==> config.mk <==
export PLATFORM = sky130hd
export DESIGN_NAME = tcch_rot_cell
export DESIGN_NICKNAME = d
export VERILOG_FILES = /design/src/hw/rtl/tcch_pkg.sv /design/src/hw/rtl/tcch_rot_cell.sv
export SDC_FILE = /design/constraint.sdc
export NUM_CORES = 1
export LEC_CHECK = 0
export BUFFER_PORTS_ARGS = -buffer_cell sky130_fd_sc_hd__buf_2
export CORE_MARGIN = 3
export CORE_UTILIZATION = 40
export CTS_BUF_LIST = sky130_fd_sc_hd__clkbuf_8
export DETAILED_ROUTE_END_ITERATION = 16
export GPL_ROUTABILITY_DRIVEN = 0
export PLACE_DENSITY_LB_ADDON = 0.1
export SETUP_SLACK_MARGIN = 0.05
export SLEW_MARGIN = 10
export SYNTH_ARGS = -nofsm -noshare
export SYNTH_HDL_FRONTEND = slang
export SYNTH_SLANG_ARGS = --single-unit
==> constraint.sdc <==
create_clock -name i_clk -period 5.3 [get_ports i_clk]
set_clock_uncertainty 0.15 [all_clocks]
set_input_delay 0.265 -clock i_clk [delete_from_list [all_inputs] [get_ports i_clk]]
set_output_delay 0.265 -clock i_clk [all_outputs]
set_load 0.005 [all_outputs]
==> src/hw/rtl/tcch_pkg.sv <==
// Package for the tilt-compensated compass heading unit.
// Holds the register indexes, the CORDIC arctangent table and fixed-point constants.
package tcch_pkg;

    localparam int TableLen = 24;
    localparam logic signed [19:0] PiQ16 = 20'sd205887;
    localparam logic signed [19:0] HalfPiQ16 = 20'sd102944;
    localparam logic signed [19:0] GainQ16 = 20'sd39797;
    localparam logic signed [20:0] CdegToRadQ32 = 21'sd749613;
    localparam logic signed [29:0] RadToCdegQ16 = 30'sd375493620;

    localparam int unsigned ATAN_Q16 [TableLen] = '{
        51472, 30385, 16055, 8150, 4091, 2047, 1024, 512,
        256, 128, 64, 32, 16, 8, 4, 2,
        1, 0, 0, 0, 0, 0, 0, 0
    };

    // Configuration register indexes, in register map order
    typedef enum logic [2:0] {
        REG_OFFSET_X, REG_OFFSET_Y, REG_OFFSET_Z, REG_SCALE_Y,
        REG_SCALE_Z, REG_PITCH_TRIM, REG_ROLL_TRIM, REG_DECLINATION
    } t_reg;

    // Sine/cosine operands of one rotation cell
    typedef struct packed {
        logic signed [19:0] x;
        logic signed [19:0] y;
        logic signed [19:0] z;
        logic               neg;
    } t_rot;

    // Vectoring operands; x and y are Q32 horizontal field terms
    typedef struct packed {
        logic signed [53:0] x;
        logic signed [53:0] y;
        logic signed [19:0] z;
        logic               zero;
        logic               yneg;
    } t_vec;

endpackage

==> src/hw/rtl/tcch_rot_cell.sv <==
// One CORDIC rotation cell: advances sine/cosine by one micro-rotation.
// Depends on tcch_pkg.
module tcch_rot_cell #(
    parameter int STAGE = 0
) (
    input  logic            i_clk,
    input  logic            i_en,
    input  tcch_pkg::t_rot  i_d,
    output tcch_pkg::t_rot  o_q
);

    localparam logic signed [19:0] Atan = 20'(tcch_pkg::ATAN_Q16[STAGE]);

    tcch_pkg::t_rot r_q;
    tcch_pkg::t_rot n_q;

    always_comb begin
        n_q = i_d;
        if (!i_d.z[19]) begin
            n_q.x = i_d.x - (i_d.y >>> STAGE);
            n_q.y = i_d.y + (i_d.x >>> STAGE);
            n_q.z = i_d.z - Atan;
        end else begin
            n_q.x = i_d.x + (i_d.y >>> STAGE);
            n_q.y = i_d.y - (i_d.x >>> STAGE);
            n_q.z = i_d.z + Atan;
        end
    end

    always_ff @(posedge i_clk) begin
        if (i_en) begin
            r_q <= n_q;
        end
    end

    assign o_q = r_q;

endmodule

Word level (Yosys, flattened, before mapping)
Cells that the tools add are included.
- add/sub/neg operators: 5
- mux-type cells: 1
- operators with widths (operator ; number):
    $mux W60 ; 1
    $sub A20 B20 Y20 ; 2
    $add A20 B17 Y20 const B ; 1
    $add A20 B20 Y20 ; 1
    $sub A20 B17 Y20 const B ; 1
- flip-flop bits (word level): 61
- input bits: 63
- output and inout bits: 61
- logic and storage cells: 10

Longest topological paths before layout
- word-level depth: 2
- depth in mapped cells: 12
- depth with buffers taken out: 11

Least setup slack after synthesis
No wires, ideal clock.
- path kind: input port to flip-flop
- start: input i_d[20] (netlist bit)
- end: register r_q (netlist bit o_q[17]) (data pin)
- setup time: 265 ps
- data arrival time: 2922 ps
- setup slack: 1963 ps
- stages: 12
- buffers on the path: 2
- cells stage by stage: clkbuf_1 > clkinv_1 > clkbuf_1 > fa_1 > a21o_1 > a21oi_1 > nor2b_1 > o311ai_1 > nand2b_1 > a21oi_1 > o21ai_0 > xor2_1
- RTL lines (item ; line ; source):
    start: declaration ; tcch_rot_cell.sv:8 ; input tcch_pkg::t_rot i_d,
    end signal: assignment ; tcch_rot_cell.sv:32 ; r_q <= n_q;
    end: declaration ; tcch_rot_cell.sv:14 ; tcch_pkg::t_rot r_q;

==> summary.md <==
| Metric | Value |
|---|---|
| H-tree level count | 3 |
| CP startpoint | i_d[21] |
| Worst hold slack | around 0.061 ns |
| Net count after synthesis | 732 |
| Post-DR vias/cell | approximately 5.4 |
| Layout area overhead | 18.6% |
| CP cell instances | buf_2, ha_1, fa_1, nor2b_1, o21ai_0, a21oi_1, o21ai_1, o2111ai_2, a31oi_1, o31ai_1, xnor2_1 |
| Reg area | ~0.0018 mm² |
| Crit. path cell count | 11 |
| # IOs | roughly 120 |
| Leak | ~2.9 nW |
| Nature of the critical path startpoint | input port |
| Post-place setup slack | around 2.2 ns |
| Final net count | 852 |
| Routed wl met2 | roughly 6.0 mm |
| TritonCTS Buffers | 9 |
| Unrepaired setup endpoints after global routing | false |
| Fin Setup TNS | 0 ns |
| Final Hold Fails | 0 |
| Worst-margin pin slew | 0.764 ns |
| Routed wire length | about 14 mm |
| Antenna-violating nets left | 0 |
| Fmax achieved | about 360 MHz |
| DR top layer | met4 |
| Die area | between 0.015 and 0.02 mm² |
| Crit Path Max Fanout | 5 |
| Setup CP Type | input port to flip-flop |
| Vias in the first global route | approximately 4600 |
| Req. time, crit path | between 5 and 6 ns |
| Multi-input logic area | around 0.0033 mm² |
| DR iter-0 viols | around 390 |
| CP endpoint | o_q[39] |
| Type of the most critical hold path | input port to flip-flop |
| Resize count post-CTS | 0 |
| Die W | 123 µm |
| VDD IR max | about 130 µV |
| Critical path buffers and inverters | 1 |
| Flops & latches, synth | 60 |
| Largest cells by area after synthesis | edfxtp_1, ha_1, xnor2_1 |
| # DRC | 0 |
| Core area | 0.0129 mm² |
| Tmin final | 2.76 ns |
| GR Overflow Total | 0 |
| Initial antenna violation count | 0 |
| Port Buf Inserts | around 120 |
| Top cell type's share of synthesized area | approximately a third |
| DRT Pass-1 Iters | 5 |
| Final Max Tran Viols | 0 |
| Mapped Cells | between 500 and 600 |
| First-pass GRT wire length | between 20 and 25 mm |
| Top cell type by total area after synthesis | edfxtp_1 |
| Synthesis Warnings | 0 |
| Critical path capture point type | flip-flop |
| Prevailing post-synth register cell | edfxtp_1 |
| Commonest non-fill, non-tap cell in the layout | buf_2 |
| Post-synth EDFFs | 60 |
| Largest net degree at the start of global routing | between 60 and 70 |
| Arr. time, crit path | between 2 and 3 ns |
| Routed length on met1 | about 6.7 mm |
| Placement row count | 41 |
| Sequential area share after synthesis | roughly a third |
| Clock-pin slew on the worst setup and hold paths | 0.06 ns |
| Asr flop ratio synth | 0% |
| Yosys cell types | 62 |
| CTS Buffer Depth | 2 |
| Power per cell area | between 200 and 300 mW/mm² |
| DR vias | slightly below 5000 |
| Commonest cells after routing, fill and taps aside | buf_2, a21oi_1, ha_1 |
| Wire per inst | around 16 µm |
| Max_cap viols | 0 |
| Crit path largest cell delay | 0.42 ns |
| Die height | 123 µm |
| Antenna cells | 0 |
| Post-route clock period utilization | 52.1% |
| Fillers | ~1300 |
| CTS tree | done |
| Core Util, Final | between 40% and 50% |
| Worst slew margin | between 40% and 50% |
| Crit-path leading delay family | compound AO/OA/AOI/OAI gates |
| Fraction of layout cells with a size suffix above 1 | a little over a fifth |
| Avg Cell Area, Syn | between 9 and 10 µm² |
| CP max stage cell | fa_1 |
| Clock Sinks | 60 |
| Max FFs per register | 60 |
| Starting density of the core | 42.0% |
| CTS root buf | clkbuf_8 |
| Post-route setup slack | 2.54 ns |
| Dpl hpwl | roughly 11 mm |
| Total global-route track usage | between 10% and 20% |
| Outcome | finished, final reports clean |
| Mapped cell area | 0.00544 mm² |
| Met3 Wirelength | 1.19 mm |
| Final count of negative-setup-slack endpoints | 0 |
-- power breakdown --
part           switching, mW  leakage [nW]  internal, mW
Clock                  0.172         0.112         0.259
Sequential            0.0191         0.587         0.624
Combinational          0.332          2.22         0.242
Total                  0.523          2.92          1.12
-- cell usage after synthesis (4+ instances only) --
cell       count
a21o_1         9
a21oi_1       72
a31oi_1        8
buf_1          4
buf_2          8
clkbuf_1       8
edfxtp_1      60
fa_1           4
ha_1          71
inv_1         54
inv_2          6
mux2i_1        7
nand2_1       35
nand2b_1       8
nand3_1        4
nor2_1        38
nor2b_1       11
nor3_1         4
o2111ai_1      4
o211ai_1       4
o21a_1         8
o21ai_0       40
o21ai_1       11
o21bai_1       7
o31ai_1        4
xnor2_1       42
xor2_1         8
-- stage by stage --
stage | instances | area, µm² | total power [mW]
CTS | 891 | 6440 | 1.66
detailed placement | 870 | 6190 | 1.22
global route | 891 | 6440 | 1.75
finish | 891 | 6440 | 1.65
floorplan | 594 | 5440 | 1.01
global placement | 870 | 6190 | 1.22
-- per-layer routing --
layer | vias to the layer above | GRT usage (%)
met3 | 33 | 3.50
met5 | - | 0
met2 | 237 | 28.6
li1 | 2351 | -
met4 | 0 | 6.02
met1 | 2201 | 26.8
-- repair_timing --
| item | in CTS | in global routing |
|---|---|---|
| hold endpoints to repair | 5 | 0 |
| hold buffers | 5 | 0 |
| setup buffers | 0 | 0 |
-- how the worst min path moves through the flow --
stage | cells past startpoint | from | endpoint
after floorplan | 0 | i_d[0] | o_q[0]
after global routing | 2 | i_d[5] | o_q[5]
final | 2 | i_d[5] | o_q[5]
after detailed placement | 1 | i_d[3] | o_q[3]
after global placement | 1 | i_d[3] | o_q[3]
after CTS | 2 | i_d[5] | o_q[5]
-- area by class of cell --
class | instances | share of cell area (%)
Clock inverter | 7 | 1.28
Tap cell | 172 | 3.34
Sequential cell | 60 | 28.0
Clock buffer | 9 | 1.92
Multi-Input combinational cell | 451 | 51.3
Inverter | 61 | 3.55
Timing Repair Buffer | 131 | 10.7
-- cell families (layout without fill, tap and decap cells) --
kind of cell	count (synthesis)	count (layout)	synth area share, %
compound gates	196	196	22.7
xor+xnor	50	50	8.06
fa+ha+maj	75	75	17.8
buf+inv	83	208	6.05
flops	60	60	33.1
mux	7	7	1.29
simple gates	123	123	11.0
Note: power is estimated with default switching activity, not from simulation.
